`src/hdl/lfd_pkg.sv`:
```
// Shared types, constants and helpers for the length field deframer.
// No dependencies; imported by every module of the block.
`default_nettype none

package lfd_pkg;

   localparam int MAX_LENGTH_BYTES = 4;
   localparam int BYTE_W           = 8;
   localparam int ACC_W            = 32;
   localparam int OFFSET_W         = 4;
   localparam int FIELD_BYTES_W    = 3;
   localparam int HDR_POS_W        = 5;
   localparam int CSR_IDX_W        = 1;
   localparam int CSR_DATA_W       = 4;
   localparam int USER_W           = 2;

   localparam logic [OFFSET_W-1:0]      OFFSET_RESET      = OFFSET_W'(3);
   localparam logic [FIELD_BYTES_W-1:0] FIELD_BYTES_RESET = FIELD_BYTES_W'(2);

   typedef enum logic [CSR_IDX_W-1:0] {
      CSR_LENGTH_FIELD_OFFSET = 1'b0,
      CSR_LENGTH_FIELD_BYTES  = 1'b1
   } lfd_csr_idx_type;

   // Tags produced for one stream word
   typedef struct packed {
      logic packet_start;
      logic packet_end;
      logic in_header;
   } lfd_tag_type;

   // Clamp the configured field width into 1..MAX_LENGTH_BYTES
   function automatic logic [FIELD_BYTES_W-1:0] field_width(
      input logic [FIELD_BYTES_W-1:0] nb
   );
      logic [FIELD_BYTES_W-1:0] w;
      w = nb;
      if (nb == '0) begin
         w = FIELD_BYTES_W'(1);
      end else if (nb > FIELD_BYTES_W'(MAX_LENGTH_BYTES)) begin
         w = FIELD_BYTES_W'(MAX_LENGTH_BYTES);
      end
      return w;
   endfunction

endpackage

`default_nettype wire

```
`src/hdl/lfd_tracker.sv`:
```
// Frame position tracker: header position, length accumulator and payload
// countdown. Tags each accepted word. Depends on lfd_pkg.
`default_nettype none

module lfd_tracker (
   input  wire logic                               clock,
   input  wire logic                               reset,
   input  wire logic                               step,
   input  wire logic [lfd_pkg::BYTE_W-1:0]         stream_byte,
   input  wire logic [lfd_pkg::OFFSET_W-1:0]       length_field_offset,
   input  wire logic [lfd_pkg::FIELD_BYTES_W-1:0]  length_field_bytes,
   output lfd_pkg::lfd_tag_type                    tag
);
   import lfd_pkg::*;

   logic [HDR_POS_W-1:0] hdr_pos_ff, hdr_pos_in;
   logic [ACC_W-1:0]     accum_ff, accum_in;
   logic [ACC_W-1:0]     remaining_ff, remaining_in;
   logic                 payload_ff, payload_in;

   logic [HDR_POS_W-1:0] last_pos;
   logic [HDR_POS_W-1:0] offset_ext;
   logic [ACC_W-1:0]     accum_base;
   logic [ACC_W-1:0]     accum_new;
   logic [ACC_W-1:0]     remaining_dec;
   logic                 in_field;

   assign offset_ext = HDR_POS_W'(length_field_offset);
   assign last_pos   = offset_ext + HDR_POS_W'(field_width(length_field_bytes))
                       - HDR_POS_W'(1);
   assign in_field   = (hdr_pos_ff >= offset_ext) && (hdr_pos_ff <= last_pos);
   // first header byte restarts the accumulator
   assign accum_base = (hdr_pos_ff == '0) ? '0 : accum_ff;
   assign accum_new  = in_field ? {accum_base[ACC_W-BYTE_W-1:0], stream_byte}
                                : accum_base;
   assign remaining_dec = (remaining_ff != '0) ? remaining_ff - ACC_W'(1) : '0;

   always_comb begin
      hdr_pos_in   = hdr_pos_ff;
      accum_in     = accum_ff;
      remaining_in = remaining_ff;
      payload_in   = payload_ff;
      tag          = '0;
      if (!payload_ff) begin
         tag.in_header    = 1'b1;
         tag.packet_start = (hdr_pos_ff == '0);
         accum_in         = accum_new;
         if (hdr_pos_ff >= last_pos) begin
            hdr_pos_in = '0;
            if (accum_new == '0) begin
               tag.packet_end = 1'b1;
            end else begin
               remaining_in = accum_new;
               payload_in   = 1'b1;
            end
         end else begin
            hdr_pos_in = hdr_pos_ff + HDR_POS_W'(1);
         end
      end else begin
         remaining_in = remaining_dec;
         if (remaining_dec == '0) begin
            tag.packet_end = 1'b1;
            payload_in     = 1'b0;
            hdr_pos_in     = '0;
         end
      end
   end

   always_ff @(posedge clock) begin
      if (reset) begin
         hdr_pos_ff   <= '0;
         accum_ff     <= '0;
         remaining_ff <= '0;
         payload_ff   <= 1'b0;
      end else if (step) begin
         hdr_pos_ff   <= hdr_pos_in;
         accum_ff     <= accum_in;
         remaining_ff <= remaining_in;
         payload_ff   <= payload_in;
      end
   end

endmodule

`default_nettype wire

```
`src/hdl/length_field_deframer_core.sv`:
```
// Length field deframer top level: configuration registers, frame tracker and
// a two-entry output buffer. Depends on lfd_pkg and lfd_tracker.
//
// Returns each accepted byte from an output register, tagged as first byte
// of a packet (tuser[0]), header byte (tuser[1]) and last byte (tlast). A
// packet is length_field_offset + length_field_bytes header bytes followed
// by the big-endian payload length they carry; a zero length ends the packet
// on its last header byte. Sustained rate is one byte per cycle while
// rsp_tready is high, as the position counter and length accumulator update
// on every accepted byte. An output register plus a skid register take one
// more byte once rsp_tready is low; req_tready drops only when both are full.
// Write configuration only while no byte is in flight.
`default_nettype none

module length_field_deframer_core (
   input  wire logic                             clock,
   input  wire logic                             reset,
   // request stream
   input  wire logic                             req_tvalid,
   output      logic                             req_tready,
   input  wire logic [7:0]                       req_tdata,  // [7:0] stream_byte
   // response stream
   output      logic                             rsp_tvalid,
   input  wire logic                             rsp_tready,
   output      logic [7:0]                       rsp_tdata,  // [7:0] out_byte
   output      logic [lfd_pkg::USER_W-1:0]       rsp_tuser,  // [0] packet_start, [1] in_header
   output      logic                             rsp_tlast,  // packet_end
   // configuration
   input  wire logic                             csr_we,
   input  wire logic [lfd_pkg::CSR_IDX_W-1:0]    csr_index,
   input  wire logic [lfd_pkg::CSR_DATA_W-1:0]   csr_wdata
);
   import lfd_pkg::*;

   logic [OFFSET_W-1:0]      offset_ff;
   logic [FIELD_BYTES_W-1:0] nbytes_ff;

   logic        accept;
   logic        pop;
   lfd_tag_type tag;

   logic              out_valid_ff;
   logic [BYTE_W-1:0] out_byte_ff;
   lfd_tag_type       out_tag_ff;
   logic              skid_valid_ff;
   logic [BYTE_W-1:0] skid_byte_ff;
   lfd_tag_type       skid_tag_ff;

   always_ff @(posedge clock) begin
      if (reset) begin
         offset_ff <= OFFSET_RESET;
         nbytes_ff <= FIELD_BYTES_RESET;
      end else if (csr_we) begin
         unique case (lfd_csr_idx_type'(csr_index))
            CSR_LENGTH_FIELD_OFFSET: offset_ff <= csr_wdata[OFFSET_W-1:0];
            CSR_LENGTH_FIELD_BYTES:  nbytes_ff <= csr_wdata[FIELD_BYTES_W-1:0];
         endcase
      end
   end

   assign req_tready = !skid_valid_ff;
   assign accept     = req_tvalid && req_tready;
   assign pop        = out_valid_ff && rsp_tready;

   lfd_tracker u_tracker (
      .clock               (clock),
      .reset               (reset),
      .step                (accept),
      .stream_byte         (req_tdata),
      .length_field_offset (offset_ff),
      .length_field_bytes  (nbytes_ff),
      .tag                 (tag)
   );

   always_ff @(posedge clock) begin
      if (reset) begin
         out_valid_ff  <= 1'b0;
         skid_valid_ff <= 1'b0;
      end else if (skid_valid_ff) begin
         // no accept while skid is full; drain it on pop
         if (pop) begin
            skid_valid_ff <= 1'b0;
         end
      end else if (accept) begin
         if (out_valid_ff && !pop) begin
            skid_valid_ff <= 1'b1;
         end else begin
            out_valid_ff <= 1'b1;
         end
      end else if (pop) begin
         out_valid_ff <= 1'b0;
      end
   end

   always_ff @(posedge clock) begin
      if (skid_valid_ff) begin
         if (pop) begin
            out_byte_ff <= skid_byte_ff;
            out_tag_ff  <= skid_tag_ff;
         end
      end else if (accept) begin
         if (out_valid_ff && !pop) begin
            skid_byte_ff <= req_tdata;
            skid_tag_ff  <= tag;
         end else begin
            out_byte_ff <= req_tdata;
            out_tag_ff  <= tag;
         end
      end
   end

   assign rsp_tvalid = out_valid_ff;
   assign rsp_tdata  = out_byte_ff;
   assign rsp_tuser  = {out_tag_ff.in_header, out_tag_ff.packet_start};
   assign rsp_tlast  = out_tag_ff.packet_end;

endmodule

`default_nettype wire

```
`config.mk`:
```
export PLATFORM = sky130hd
export DESIGN_NAME = length_field_deframer_core
export DESIGN_NICKNAME = d
export VERILOG_FILES = /design/src/hdl/lfd_pkg.sv /design/src/hdl/lfd_tracker.sv /design/src/hdl/length_field_deframer_core.sv
export SDC_FILE = /design/constraint.sdc
export NUM_CORES = 1
export LEC_CHECK = 0
export BUFFER_PORTS_ARGS = -buffer_cell sky130_fd_sc_hd__buf_2
export CORE_ASPECT_RATIO = 0.7
export CORE_MARGIN = 2
export CORE_UTILIZATION = 45
export CTS_BUF_LIST = sky130_fd_sc_hd__clkbuf_2 sky130_fd_sc_hd__clkbuf_4 sky130_fd_sc_hd__clkbuf_8
export DETAILED_ROUTE_END_ITERATION = 8
export GPL_ROUTABILITY_DRIVEN = 0
export PLACE_DENSITY = 0.65
export SLEW_MARGIN = 25
export SYNTH_ARGS = -nofsm -noshare
export SYNTH_HDL_FRONTEND = slang
export SYNTH_SLANG_ARGS = --single-unit
```
`constraint.sdc`:
```
create_clock -name clock -period 4.56 [get_ports clock]
set_input_delay 0.684 -clock clock [delete_from_list [all_inputs] [get_ports clock]]
set_output_delay 0.684 -clock clock [all_outputs]
set_load 0.01 [all_outputs]
```
==> impl_metrics.sql <==
INSERT INTO impl_metrics (metric_group, metric, value, unit) VALUES
('run_status', 'status', 'complete, no violations', ''),
('yosys', 'synthesis.yosys.warnings', '0', ''),
('yosys', 'synth-seq-area-share', '0.381', ''),
('yosys', 'synth_cell_type_count', '66', ''),
('clocking', 'cts-buffers-inserted', '9', ''),
('yosys', 'largest_family_of_logic_cells_by_synthesized_area', 'simple AND/OR/NAND/NOR gates', ''),
('yosys', 'yosys.cell_count.top_type', 'nor2_1', ''),
('drt', 'vias', '5568', ''),
('global_route', 'track_usage', '0.247', ''),
('timing', 'min_period_over_period', '0.907', ''),
('critical_path', 'timing.critical_path.mode_cell', 'ha_1', ''),
('critical_path', 'reg2reg_setup_slack', '0.42', 'ns'),
('yosys', 'average_cell_area_after_synthesis', '8.25', 'um2'),
('global_route', 'globalRouteOverflowTotal', '0', ''),
('global_route', 'grt_start_max_net_pins', '59', ''),
('drt', 'drt-vias-per-instance', '6.29', ''),
('floorplan', 'design.die.area', '14000', 'um2'),
('floorplan', 'floorplan.rows', '34', ''),
('yosys', 'synth_compound_area_frac', '0.221', ''),
('placement', 'place.detailed.instances', '869', ''),
('drt', 'route.detailed.wl_per_inst', '19.1', 'um'),
('pwr', 'power_leakage', '2.33', 'nW'),
('drt', 'drtPass1Iterations', '8', ''),
('yosys', 'synthTopCellsByCount', '87 x nor2_1, 79 x dfxtp_1, 59 x nand2_1', ''),
('clocking', 'h-tree-depth', '3', ''),
('timing', 'highest_clock_rate', '0.242', 'GHz'),
('timing', 'final.setup.tns', '0', 'ns'),
('critical_path', 'critical_path.endpoint_type', 'flip-flop', ''),
('floorplan', 'floorplan.core_area', '12600', 'um2'),
('critical_path', 'terminus_of_the_critical_flop_to_flop_path', 'u_tracker.remaining_ff[17]', ''),
('yosys', 'synth_area_leader_cell', 'dfxtp_1', ''),
('critical_path', 'regToRegStartpoint', 'offset_ff[2]', ''),
('placement', 'dp_hpwl', '12.0', 'mm'),
('yosys', 'number_of_storage_elements_in_the_synthesis_netlist', '101', ''),
('yosys', 'synth_top_area_frac', '0.269', ''),
('final_layout', 'layoutNonFillerInstCount', '885', ''),
('floorplan', 'die-width', '141', 'um'),
('final_layout', 'post_route_cells_drive_above_1_share', '0.122', ''),
('critical_path', 'path_cells', 'inv_1 > ha_1 > inv_1 > ha_1 > a21o_1 > a21oi_1 > xnor2_1 > ha_1 > nand4_1 > or2_1 > a2111oi_4 > buf_4 > buf_4 > mux2i_1 > o21ai_0 > a22oi_1 > nor2_1', ''),
('placement', 'number_of_buffer_cells_added_on_primary_ports', '30', ''),
('min_path', 'min-delay-start', 'nbytes_ff[2]', ''),
('critical_path', 'critical_path.max_fanout', '27', ''),
('yosys', 'synth_flop_cell', 'dfxtp_1', ''),
('final_layout', 'nets', '755', ''),
('critical_path', 'critical_path_buf_inv_count', '4', ''),
('clocking', 'cts_sinks', '101', ''),
('critical_path', 'critical-path-slowest-cell', 'a2111oi_4', ''),
('floorplan', 'top_level_ports', '31', ''),
('critical_path', 'cp_slowest_stage_delay', '0.40', 'ns'),
('yosys', 'synth_fa_ha_area_frac', '0.0417', ''),
('clocking', 'cts.reportedPaths.clkPinSlew', '0.10', 'ns'),
('critical_path', 'r2r_cells', '17', ''),
('yosys', 'syn-instance-count', '713', ''),
('global_route', 'antenna_found_initial', '0', ''),
('global_route', 'grt_first_pass_wirelength', '27.5', 'mm'),
('yosys', 'synth_mux_area_frac', '0.0615', ''),
('drt', 'route.detailed.drc', '0', ''),
('timing', 'grt_setup_unrepaired', 'no', ''),
('timing', 'maxSlewViolCount', '0', ''),
('yosys', 'syn_nets', '750', ''),
('floorplan', 'floorplan.initialDensity', '0.467', ''),
('min_path', 'timing.hold.worst_path_depth', '2', ''),
('drt', 'detail_route.iter0.violations', '600', ''),
('min_path', 'worstHoldEndpoint', 'nbytes_ff[2]', ''),
('timing', 'hold_viol', '0', ''),
('critical_path', 'setup.worst_path.start_class', 'flip-flop', ''),
('floorplan', 'die_height', '99.6', 'um'),
('drt', 'drt-total-wl', '16.9', 'mm'),
('placement', 'pre_cts_slack', '0.468', 'ns'),
('yosys', 'ys_top_cells_by_area', 'dfxtp_1 27%, edfxtp_1 11%, nor2_1 5.6%, a22oi_1 5.0%, a21oi_1 4.4%', ''),
('final_layout', 'syn_to_final_growth', '8.70', '%');
cell usage in the layout, fill, tap and decap left out, types with 8 or more instances in the layout:
cell type	synthesis	routed
nor2_1	87	87
dfxtp_1	79	79
nand2_1	59	59
a21oi_1	52	51
o21ai_0	48	47
a22oi_1	39	39
buf_2	9	30
nor3_1	28	28
mux2i_1	26	26
inv_1	24	24
edfxtp_1	22	22
nor4_1	21	21
ha_1	18	18
nand4_1	14	14
buf_4	0	14
nand3_1	13	13
mux2_2	9	9
clkbuf_8	0	9
o22ai_1	8	8
cells by family (layout without fill, tap and decap cells):
kind of cell             count (synthesis)  in the layout
buffers and inverters                   76             86
AO/OA/AOI/OAI                          202            202
adder cells (fa/ha/maj)                 19             19
flip-flops                             101            101
XOR/XNOR                                10             10
AND/OR/NAND/NOR                        270            270
multiplexers                            35             35
final cells by class:
cell class / count / area (um2)
fillers: 1173 / 6200
multi-input cells: 536 / 3370
flip-flops and latches: 101 / 2240
repair buffers: 45 / 275
well taps: 162 / 203
clock buffers: 9 / 124
inverters: 25 / 93.8
clock inverters: 7 / 82.6
routing by layer:
| layer | global-route usage | share of wire | wire length (um) | vias up |
|---|---|---|---|---|
| met4 | 0.0646 | 0.017 | 289 | 0 |
| met1 | 0.364 | 0.49 | 8270 | 2642 |
| met2 | 0.361 | 0.42 | 7040 | 243 |
| met3 | 0.0597 | 0.077 | 1290 | 27 |
| li1 | - | - | - | 2656 |
| met5 | 0 | 0 | 0 | - |
where the power goes:
part	total, W	switching, W	internal [W]
Clock	0.000604	0.000343	0.000261
Sequential	0.000964	0.0000217	0.000942
Combinational	0.000425	0.000280	0.000146
Total	0.00199	0.000644	0.00135
metrics by stage:
step                hold WS, ns  cell area, um2   util  power (W)
floorplan                 0.433            5880      -    0.00128
global placement          0.447            6170  0.490    0.00139
detailed placement        0.446            6170  0.490    0.00140
CTS                       0.459            6380  0.507    0.00199
global route              0.484            6390  0.508    0.00208
finish                    0.464            6390  0.508    0.00199
tightest hold or removal path, delay by kind of cell (launching register included):
family	cells	cell delay, ns
AND/OR/NAND/NOR	1	0.05
AO/OA/AOI/OAI	1	0.05
flip-flops	1	0.32
registers in the layout, indices dropped and copies added, names as in the netlist:
name                    cells
u_tracker.hdr_pos_ff        5
skid_tag_ff                 3
skid_valid_ff               1
skid_byte_ff                8
u_tracker.accum_ff         32
rsp_tuser                   2
rsp_tdata                   8
u_tracker.remaining_ff     32
nbytes_ff                   3
u_tracker.payload_ff        1
rsp_tlast                   1
offset_ff                   4
rsp_tvalid                  1
what timing repair did:
action	in CTS	in global routing
endpoints found under the setup margin	0	1
hold buffers	0	0
resized for setup	0	1
hold endpoints to repair	0	0
how the worst max path moves through the flow:
stage | slack, ns | to | from | cells past startpoint
floorplan | 0.83 | u_tracker.remaining_ff[19] | nbytes_ff[2] | 17
global placement | 0.56 | u_tracker.remaining_ff[17] | offset_ff[2] | 17
detailed placement | 0.47 | u_tracker.accum_ff[2] | offset_ff[2] | 16
CTS | 0.44 | u_tracker.accum_ff[0] | offset_ff[2] | 16
global route | 0.03 | u_tracker.remaining_ff[10] | nbytes_ff[1] | 17
finish | 0.42 | u_tracker.remaining_ff[17] | offset_ff[2] | 17
Note: power is estimated with default switching activity, not from simulation.
